File: src/rtl/lfcg_pkg.sv
// ----------------------------------------------------------------------------
// lfcg_pkg: shared types and constants for the log fade compare generator
// Beat structs, configuration codes and the fixed logarithmic curve table.
// ----------------------------------------------------------------------------
package lfcg_pkg;

  localparam int StepW   = 8;
  localparam int CmpW    = 15;
  localparam int CfgIdxW = 2;
  localparam int CfgW    = 8;
  localparam int RomIdxW = 6;

  localparam logic [RomIdxW-1:0] RomLast = 6'd63;

  localparam logic [StepW-1:0] TicksPerStepRst = 8'd1;
  localparam logic [StepW-1:0] LastStepRst     = 8'd250;

  // configuration register indexes
  localparam logic [CfgIdxW-1:0] CFG_TICKS_PER_STEP = 2'd0;
  localparam logic [CfgIdxW-1:0] CFG_LAST_STEP      = 2'd1;

  // interpolation fraction codes
  localparam logic [1:0] FRAC_ZERO    = 2'd0;
  localparam logic [1:0] FRAC_QUARTER = 2'd1;
  localparam logic [1:0] FRAC_HALF    = 2'd2;

  typedef struct packed {
    logic func;          // 0 period tick, 1 switch sample
    logic switch_level;
  } in_item_t;

  typedef struct packed {
    logic [CmpW-1:0] compare_value;
    logic            updated;
  } out_item_t;

  typedef struct packed {
    logic               valid;
    logic [CfgIdxW-1:0] idx;
    logic [CfgW-1:0]    data;
  } cfg_wr_t;

  typedef struct packed {
    logic     fire;
    in_item_t item;
  } step_req_t;

  // decreasing log curve, entry 0 = full scale
  function automatic logic [CmpW-1:0] log_rom(input logic [RomIdxW-1:0] i);
    logic [CmpW-1:0] v;
    case (i)
      6'd0:  v = 15'd16384; 6'd1:  v = 15'd13653; 6'd2:  v = 15'd12056;
      6'd3:  v = 15'd10923; 6'd4:  v = 15'd10044; 6'd5:  v = 15'd9325;
      6'd6:  v = 15'd8718;  6'd7:  v = 15'd8192;  6'd8:  v = 15'd7728;
      6'd9:  v = 15'd7313;  6'd10: v = 15'd6937;  6'd11: v = 15'd6595;
      6'd12: v = 15'd6279;  6'd13: v = 15'd5987;  6'd14: v = 15'd5716;
      6'd15: v = 15'd5461;  6'd16: v = 15'd5223;  6'd17: v = 15'd4997;
      6'd18: v = 15'd4784;  6'd19: v = 15'd4582;  6'd20: v = 15'd4390;
      6'd21: v = 15'd4207;  6'd22: v = 15'd4032;  6'd23: v = 15'd3864;
      6'd24: v = 15'd3703;  6'd25: v = 15'd3549;  6'd26: v = 15'd3400;
      6'd27: v = 15'd3257;  6'd28: v = 15'd3118;  6'd29: v = 15'd2985;
      6'd30: v = 15'd2856;  6'd31: v = 15'd2731;  6'd32: v = 15'd2609;
      6'd33: v = 15'd2492;  6'd34: v = 15'd2378;  6'd35: v = 15'd2267;
      6'd36: v = 15'd2159;  6'd37: v = 15'd2054;  6'd38: v = 15'd1951;
      6'd39: v = 15'd1852;  6'd40: v = 15'd1754;  6'd41: v = 15'd1659;
      6'd42: v = 15'd1567;  6'd43: v = 15'd1476;  6'd44: v = 15'd1388;
      6'd45: v = 15'd1301;  6'd46: v = 15'd1216;  6'd47: v = 15'd1133;
      6'd48: v = 15'd1052;  6'd49: v = 15'd973;   6'd50: v = 15'd894;
      6'd51: v = 15'd818;   6'd52: v = 15'd743;   6'd53: v = 15'd669;
      6'd54: v = 15'd597;   6'd55: v = 15'd526;   6'd56: v = 15'd456;
      6'd57: v = 15'd388;   6'd58: v = 15'd320;   6'd59: v = 15'd254;
      6'd60: v = 15'd189;   6'd61: v = 15'd125;   6'd62: v = 15'd62;
      default: v = 15'd0;
    endcase
    return v;
  endfunction

endpackage

File: src/rtl/lfcg_curve.sv
// ----------------------------------------------------------------------------
// lfcg_curve: log curve lookup with quarter-step interpolation
// Upper step bits pick a table entry, low two bits blend toward the next one.
// ----------------------------------------------------------------------------
module lfcg_curve import lfcg_pkg::*; (
  input  logic [StepW-1:0] step,
  output logic [CmpW-1:0]  value
);

  logic [RomIdxW-1:0] idx;
  logic [RomIdxW-1:0] idx_next;
  logic [CmpW-1:0]    a;
  logic [CmpW-1:0]    b;
  logic [CmpW-1:0]    a_q;
  logic [CmpW-1:0]    b_q;
  logic [CmpW-1:0]    a_h;
  logic [CmpW-1:0]    b_h;

  assign idx      = step[StepW-1:2];
  // last entry has no successor: hold it
  assign idx_next = (idx == RomLast) ? RomLast : idx + 1'b1;
  assign a        = log_rom(idx);
  assign b        = log_rom(idx_next);
  assign a_q      = a >> 2;
  assign b_q      = b >> 2;
  assign a_h      = a >> 1;
  assign b_h      = b >> 1;

  always_comb begin
    case (step[1:0])
      FRAC_ZERO:    value = a;
      FRAC_QUARTER: value = a_q + a_q + a_q + b_q;
      FRAC_HALF:    value = a_h + b_h;
      default:      value = a_q + b_q + b_q + b_q;
    endcase
  end

endmodule

File: src/rtl/lfcg_core.sv
// ----------------------------------------------------------------------------
// lfcg_core: fade state and configuration registers
// Prescaler, fade step and held compare value; one beat per cycle.
// ----------------------------------------------------------------------------
module lfcg_core import lfcg_pkg::*; (
  input  logic      clk,
  input  logic      rst_n,
  input  cfg_wr_t   cfg,
  input  step_req_t req,
  output out_item_t result
);

  logic [StepW-1:0] tps_r,  tps_nxt;
  logic [StepW-1:0] last_r, last_nxt;
  logic [StepW-1:0] step_r, step_nxt;
  logic [StepW-1:0] cnt_r,  cnt_nxt;
  logic [CmpW-1:0]  cmp_r,  cmp_nxt;
  logic [StepW-1:0] cnt_dec;
  logic [CmpW-1:0]  curve;
  logic             tick;
  logic             running;
  logic             advance;

  lfcg_curve u_curve (
    .step  (step_r),
    .value (curve)
  );

  assign tick    = req.fire && !req.item.func;
  assign running = step_r < last_r;
  assign cnt_dec = cnt_r - 1'b1;   // zero wraps to 255
  assign advance = tick && running && (cnt_dec == '0);

  always_comb begin
    tps_nxt  = tps_r;
    last_nxt = last_r;
    if (cfg.valid) begin
      case (cfg.idx)
        CFG_TICKS_PER_STEP: tps_nxt  = cfg.data;
        CFG_LAST_STEP:      last_nxt = cfg.data;
        default:            ;
      endcase
    end
  end

  always_comb begin
    cnt_nxt  = cnt_r;
    step_nxt = step_r;
    cmp_nxt  = cmp_r;
    if (req.fire && req.item.func) begin
      if (!req.item.switch_level) begin
        step_nxt = '0;
      end
    end else if (tick && running) begin
      cnt_nxt = cnt_dec;
      if (advance) begin
        cnt_nxt  = tps_r;
        cmp_nxt  = curve;
        step_nxt = step_r + 1'b1;
      end
    end
  end

  assign result.compare_value = cmp_nxt;
  assign result.updated       = advance;

  always_ff @(posedge clk) begin
    if (!rst_n) begin
      tps_r  <= TicksPerStepRst;
      last_r <= LastStepRst;
      step_r <= '0;
      cnt_r  <= TicksPerStepRst;
      cmp_r  <= '0;
    end else begin
      tps_r  <= tps_nxt;
      last_r <= last_nxt;
      step_r <= step_nxt;
      cnt_r  <= cnt_nxt;
      cmp_r  <= cmp_nxt;
    end
  end

`ifndef SYNTHESIS
  a_adv_step: assert property (@(posedge clk) disable iff (!rst_n)
    advance |=> step_r == $past(step_r) + 1'b1)
    else $error("fade step did not advance on update");

  a_adv_reload: assert property (@(posedge clk) disable iff (!rst_n)
    advance |=> cnt_r == $past(tps_r))
    else $error("prescaler not reloaded on update");

  a_restart: assert property (@(posedge clk) disable iff (!rst_n)
    (req.fire && req.item.func && !req.item.switch_level) |=> step_r == '0)
    else $error("low switch sample did not restart fade");
`endif

endmodule

File: src/rtl/log_fade_compare_generator_top.sv
// ----------------------------------------------------------------------------
// log_fade_compare_generator_top: LED log fade ramp for a PWM compare register
// Input register, fade state update and result register.
// ----------------------------------------------------------------------------
// A beat in the input register moves through the core to the result register.
// Throughput: one beat per cycle while out_stall is low, set by the single
//   input-to-result pass; an empty input register takes a beat while a result waits.
// Reset (rst_n low, synchronous): ticks_per_step = 1, last_step = 250,
//   fade step 0, prescaler 1, compare value 0, both channels empty.
// Config writes always complete (cfg_ready is tied high).
module log_fade_compare_generator_top import lfcg_pkg::*; (
  input  logic               clk,
  input  logic               rst_n,
  // input channel
  input  logic               in_valid,
  output logic               in_stall,
  input  in_item_t           in_data,
  // result channel
  output logic               out_valid,
  input  logic               out_stall,
  output out_item_t          out_data,
  // configuration write channel
  input  logic               cfg_valid,
  output logic               cfg_ready,
  input  logic [CfgIdxW-1:0] cfg_index,
  input  logic [CfgW-1:0]    cfg_data
);

  logic      s1_valid_r, s1_valid_nxt;
  in_item_t  s1_item_r;
  logic      out_valid_r, out_valid_nxt;
  out_item_t out_item_r;
  logic      in_fire;
  logic      s1_adv;     // input register hands its beat to the core
  step_req_t req;
  cfg_wr_t   cfg;
  out_item_t result;

  // result register is free when empty or being drained this cycle
  assign s1_adv   = s1_valid_r && (!out_valid_r || !out_stall);
  assign in_stall = s1_valid_r && !s1_adv;
  assign in_fire  = in_valid && !in_stall;

  assign cfg_ready = 1'b1;
  assign cfg.valid = cfg_valid;
  assign cfg.idx   = cfg_index;
  assign cfg.data  = cfg_data;

  assign req.fire = s1_adv;
  assign req.item = s1_item_r;

  lfcg_core u_core (
    .clk    (clk),
    .rst_n  (rst_n),
    .cfg    (cfg),
    .req    (req),
    .result (result)
  );

  always_comb begin
    s1_valid_nxt = in_fire || (s1_valid_r && !s1_adv);
    out_valid_nxt = s1_adv || (out_valid_r && out_stall);
  end

  // control
  always_ff @(posedge clk) begin
    if (!rst_n) begin
      s1_valid_r  <= 1'b0;
      out_valid_r <= 1'b0;
    end else begin
      s1_valid_r  <= s1_valid_nxt;
      out_valid_r <= out_valid_nxt;
    end
  end

  // payload, no reset
  always_ff @(posedge clk) begin
    if (in_fire) begin
      s1_item_r <= in_data;
    end
    if (s1_adv) begin
      out_item_r <= result;
    end
  end

  assign out_valid = out_valid_r;
  assign out_data  = out_item_r;

endmodule
File: config.mk
export PLATFORM = sky130hd
export DESIGN_NAME = log_fade_compare_generator_top
export DESIGN_NICKNAME = d
export VERILOG_FILES = /design/src/rtl/lfcg_pkg.sv /design/src/rtl/lfcg_curve.sv /design/src/rtl/lfcg_core.sv /design/src/rtl/log_fade_compare_generator_top.sv
export SDC_FILE = /design/constraint.sdc
export NUM_CORES = 1
export LEC_CHECK = 0
export BUFFER_PORTS_ARGS = -buffer_cell sky130_fd_sc_hd__buf_2
export CORE_MARGIN = 2
export CORE_UTILIZATION = 33
export DETAILED_ROUTE_END_ITERATION = 16
export PLACE_DENSITY = 0.45
export SLEW_MARGIN = 10
export SYNTH_ARGS = -nofsm -noshare
export SYNTH_HDL_FRONTEND = slang
export SYNTH_HIERARCHICAL = 1
export SYNTH_SLANG_ARGS = --single-unit
File: constraint.sdc
create_clock -name clk -period 11.89 [get_ports clk]
set_input_delay 1.189 -clock clk [delete_from_list [all_inputs] [get_ports clk]]
set_output_delay 1.189 -clock clk [all_outputs]
set_load 0.005 [all_outputs]
=== Word-level counts from Yosys, hierarchy flattened ===
Memories as Yosys holds them, arrays and structs flattened. A register that Yosys moved wholly into a read port is not among the register bits.
Cells that the tools add are included.

* Add/sub/neg operators: 10
* $lt $le $gt $ge: 1
* Equality and inequality tests: 5
* Multiplexer cells: 12
* Bitwise logic cells: 1
* Reduce and logical (&&, ||, !) cells: 25

{| class="wikitable"
|+ Operator list
! operator !! count
|-
| $mux W15 || 3
|-
| $pmux W15 S3 || 1
|-
| $mux W8 || 5
|-
| $add A14 B13 Y15 || 2
|-
| $add A15 B13 Y15 || 2
|-
| $add A13 B13 Y14 || 2
|-
| $mux W6 || 3
|-
| $add A14 B14 Y15 || 1
|-
| $add A8 B1 Y8 const B || 1
|-
| $logic_and A1 B1 Y1 || 8
|-
| $logic_not A8 Y1 || 1
|-
| $lt A8 B8 Y1 || 1
|-
| $sub A8 B1 Y8 const B || 1
|-
| $add A6 B1 Y6 const B || 1
|-
| $eq A6 B6 Y1 const B || 1
|-
| $reduce_and A2 Y1 || 3
|-
| $logic_not A1 Y1 || 5
|-
| $eq A2 B1 Y1 const B || 2
|-
| $logic_not A2 Y1 || 2
|-
| $reduce_bool A2 Y1 || 2
|-
| $logic_or A1 B1 Y1 || 3
|-
| $reduce_and A3 Y1 || 1
|-
| $eq A2 B2 Y1 const B || 1
|-
| $ne A2 B2 Y1 const B || 1
|-
| $not A1 Y1 || 1
|}

* Register bits: 67
* Memory bits (read-only): 1920
* Output and inout bits: 19
* Logic and storage cells: 67
* Memories: 2

{| class="wikitable"
|+ Memory list
! memory !! words !! width !! read ports !! clocked after Yosys merged registers in !! wr ports !! RTL line !! text
|-
| (name not given) || 64 || 15 || 1 || 0 || 0 || lfcg_pkg.sv:51 || <nowiki>case (i)</nowiki>
|-
| (name not given) || 64 || 15 || 1 || 1 || 0 || lfcg_pkg.sv:51 ||
|}

=== Longest topological paths before layout ===
* Word-level depth: 11
* Depth in mapped cells: 27
* Mapped depth without buffers: 24

=== Cells and area by module ===
Netlist, hierarchy kept.

{| class="wikitable"
|+ Modules (own cells, without submodules)
! module !! times used !! cells an instance !! area each (µm²) !! sequential area each (µm²)
|-
| lfcg_curve || 1 || 833 || 5615.4 || 0.0
|-
| lfcg_core || 1 || 281 || 2341.0 || 940.9
|-
| log_fade_compare_generator_top || 1 || 28 || 635.6 || 580.6
|}

=== Worst setup path before layout ===
OpenSTA, ideal clock, no wires.

* Path type: register -> register
* From: register u_core.step_r[3]
* To: register out_item_r (netlist bit out_data[14]), data pin
* Library setup time: 0.262 ns
* Data arrival time: 5.482 ns
* Data required time: 11.628 ns
* Setup slack: 6.146 ns
* Stages on the path, launching flop included: 26
* Clock period less this slack: 5.744 ns
* Path through: dfxtp_1 ha_1 and4_4 buf_6 nand2_1 clkbuf_1 nand2_1 inv_1 ha_1 and2_1 a211oi_1 a211oi_1 or4_1 fa_1 inv_1 ha_1 fa_1 a21o_1 a221oi_1 o21ai_0 a21oi_1 xnor2_1 a22oi_1 o211ai_1 nand3_1 nand2_1

{| class="wikitable"
|+ RTL lines
! item !! RTL line !! text
|-
| start, declared || lfcg_core.sv:15 || <nowiki>logic [StepW-1:0] step_r, step_nxt;</nowiki>
|-
| start signal, assigned || lfcg_core.sv:77 || <nowiki>step_r <= step_nxt;</nowiki>
|-
| end signal, assigned || log_fade_compare_generator_top.sv:82 || <nowiki>out_item_r <= result;</nowiki>
|-
| end, declared || log_fade_compare_generator_top.sv:32 || <nowiki>out_item_t out_item_r;</nowiki>
|}

==> reports/results.tsv <==
metric	value	unit
outcome	completed	
area_delta_synth_final	7.09	%
worstMarginPinSlew	1060	ps
grt_pass1_vias	7952	
synth_fa_ha_area_share	15.3	%
power_density	62.1	nW/um^2
synth_compound_area_share	31.2	%
maxCapViolCount	0	
critPathMaxStageDelay	680	ps
cts_sinks	67	
detail-route-antenna-nets	0	
synth_area_leaders	dfxtp_1 (11%), ha_1 (9.0%), a21oi_1 (6.3%)	
ios	36	
synth.top_cell.area_share	11.4	%
yosysUniqueCellTypes	90	
dieArea	27300	sq um
clock_path_buffers	2	
setup_viol	0	
drive_gt1_share	9.33	%
dr_total_vias	8578	
first_pass_iters	6	
syn_avg_cell_area	7.52	sq um
slew_violations	0	
async_flop_share	0	%
synth_top_family_by_area	compound AO/OA/AOI/OAI gates	
cp_max_fo	34	
initial_utilization	33.3	%
ir_drop	0.0775	mV
post_drt_wl_per_cell	19.7	um
final_cell_area	9200	sq um
slowest_stage	or4_1	
routed_wl	28.8	mm
sw_frac_of_total	27.0	%
diodes	0	
grt_use_total	21.0	%
hp-class	flop to flop	
die_x	165	um
drtIter0Drc	639	
rows	59	
setup.worst_path.end_class	flop	
crit_required	11960	ps
clk_latency	330	ps
finalCritPeriodShare	56.9	%
yosys_register_bits	67	
fin_skew	11.5	ps
p_int	0.417	mW
port_buffers	34	
r2r_setup_slack	5130	ps
via_per_inst	5.87	
maxSlewHeadroom	29.0	%
p_seq_share	43.0	%
overflow	0	
critical_path.startpoint_type	flop	
synth_xor_area_share	3.79	%
fin_setup_tns	0	ps
comb_power_share	12.3	%
postLayoutCoreUtil	35.6	%
synthSimpleGateAreaFrac	20.4	%
synth_warnings	6	
fmax	148	MHz
synthCells	1142	
muxShareOfSynthArea	2.81	%
critPathKind	flop to flop	
synth_edf_count	18	
clkTransAtPathRegs	60	ps
netlist_area	8590	sq um
drc_errors	0	
cts_tree	built	
cts_buffers	9	
cp.arrival	6830	ps
switchingPower	0.154	mW
postCtsSetupBuffers	0	
netlist_top_cells_count	a21oi_1 (108), nand2_1 (101), nor2_1 (90), inv_1 (79), o21ai_0 (68)	
clkPwrFrac	44.7	%
yosysMostFrequentCell	a21oi_1	
grt_max_degree	74	
core-area	25800	sq um
final_nets	1227	
p_leak	3.78	nW
globalplace.congestion	0.902	
ctsResizeCount	0	
path_cells	buf_4 -> ha_1 -> ha_1 -> buf_4 -> clkinv_1 -> a21oi_4 -> o21ai_2 -> o21ai_0 -> nor3_1 -> or4_1 -> fa_1 -> inv_1 -> ha_1 -> fa_1 -> a21o_1 -> a221oi_1 -> o21ai_0 -> a21oi_1 -> xnor2_1 -> a22oi_1 -> o211ai_1 -> nand3_1 -> nand2_1	
grt_pass1_wl	45.0	mm
finalHoldViolCount	0	
antenna_found_initial	0	
synth_seq_area_share	17.7	%
yosys_most_used_dff	dfxtp_1	
cts-root-buf	clkbuf_16	
rsz0062_at_grt	false	
hpwlAfterDp	21.0	mm
period_needed	6760	ps
crit_top_cell	ha_1	
cts_max_level	3	
die_y	165	um
postCtsHoldBufs	0	
post-synth-top-area-cell	dfxtp_1	
place_area	8910	sq um
syn_nets	1248	
## critical path: cells and delay by family, from the launching register on
| family | cells | cell delay (ps) |
|---|---|---|
| buffers and inverters | 4 | 1090 |
| AOI/OAI and AO/OA | 9 | 2240 |
| DFF | 1 | 300 |
| xor gates and xnor gates | 1 | 80 |
| adders and majority gates | 5 | 1810 |
| and+or+nand+nor | 4 | 960 |
## cell families (layout without fill, tap and decap cells)
family	Yosys count	count (layout)
AOI/OAI and AO/OA	404	404
and+or+nand+nor	357	357
buffers and inverters	170	154
adders and majority gates	89	89
DFF	67	67
xor gates and xnor gates	35	35
muxes	19	19
other	1	1
## area by class of cell
class / instances / area, sq um
clock buffers: 11 / 254
clock inverters: 5 / 35.0
fillers: 2766 / 16600
inverters: 85 / 319
multi-input cells: 905 / 6340
flip-flops and latches: 67 / 1520
well taps: 335 / 419
repair buffers: 53 / 313
## power by group through the flow
stage,Combinational (mW),Clock (mW),Sequential (mW)
2_1_floorplan,0.0479,0,0.250
3_3_place_gp,0.0704,0,0.251
3_5_place_dp,0.0704,0,0.251
4_1_cts,0.0710,0.262,0.246
5_1_grt,0.0778,0.273,0.247
6_report,0.0701,0.255,0.246
## path summary, 6_finish.rpt
path	startpoint	endpoint	depth (start not counted)
worst max-delay path	u_core/step_r[2]	out_data[14]	23
worst min-delay path	u_core/last_r[2]	u_core/last_r[2]	2
worst max register to register	u_core/step_r[2]	out_data[14]	23
worst min register to register	u_core/last_r[2]	u_core/last_r[2]	2
## layout by cell type (no fill, tap or decap), drive strengths merged, types with 11 or more instances in the layout
cell type | Yosys | routed
ha | 62 | 62
nand3 | 50 | 50
dfxtp | 49 | 49
o21ai | 84 | 84
nor3 | 20 | 20
fa | 27 | 27
edfxtp | 18 | 18
nand2 | 101 | 101
a21oi | 110 | 110
a211oi | 29 | 29
clkbuf | 38 | 11
o21a | 12 | 12
inv | 84 | 86
nor2b | 11 | 11
o31ai | 15 | 15
mux2i | 14 | 14
a31oi | 17 | 17
xnor2 | 27 | 27
nand4 | 11 | 11
buf | 47 | 53
a21o | 15 | 15
o211ai | 24 | 24
nor2 | 93 | 93
nand2b | 15 | 15
## routing by layer
metal / routed length [um] / track usage (%) / up-vias
li1: - / - / 4149
met1: 13200 / 28.9 / 4097
met2: 13500 / 34.8 / 289
met3: 1440 / 2.75 / 43
met4: 701 / 5.56 / 0
met5: 0 / 0 / -
## per-stage QoR
step	instances	power (mW)	setup WS [ps]	hold slack, ps
4_1_cts	1461	0.579	5200	474
5_1_grt	1461	0.598	4590	487
3_5_place_dp	1445	0.321	5230	460
6_report	1461	0.571	5130	470
3_3_place_gp	1445	0.321	5240	461
2_1_floorplan	1142	0.298	6150	436
## state kept, by name, indices dropped and copies added (netlist names)
| register | flops |
|---|---|
| u_core/step_r | 8 |
| u_core/tps_r | 8 |
| out_data | 16 |
| s1_valid_r | 1 |
| u_core/cmp_r | 15 |
| u_core/cnt_r | 8 |
| req | 2 |
| u_core/last_r | 8 |
| out_valid | 1 |
Power figures use the tool's default switching activity.
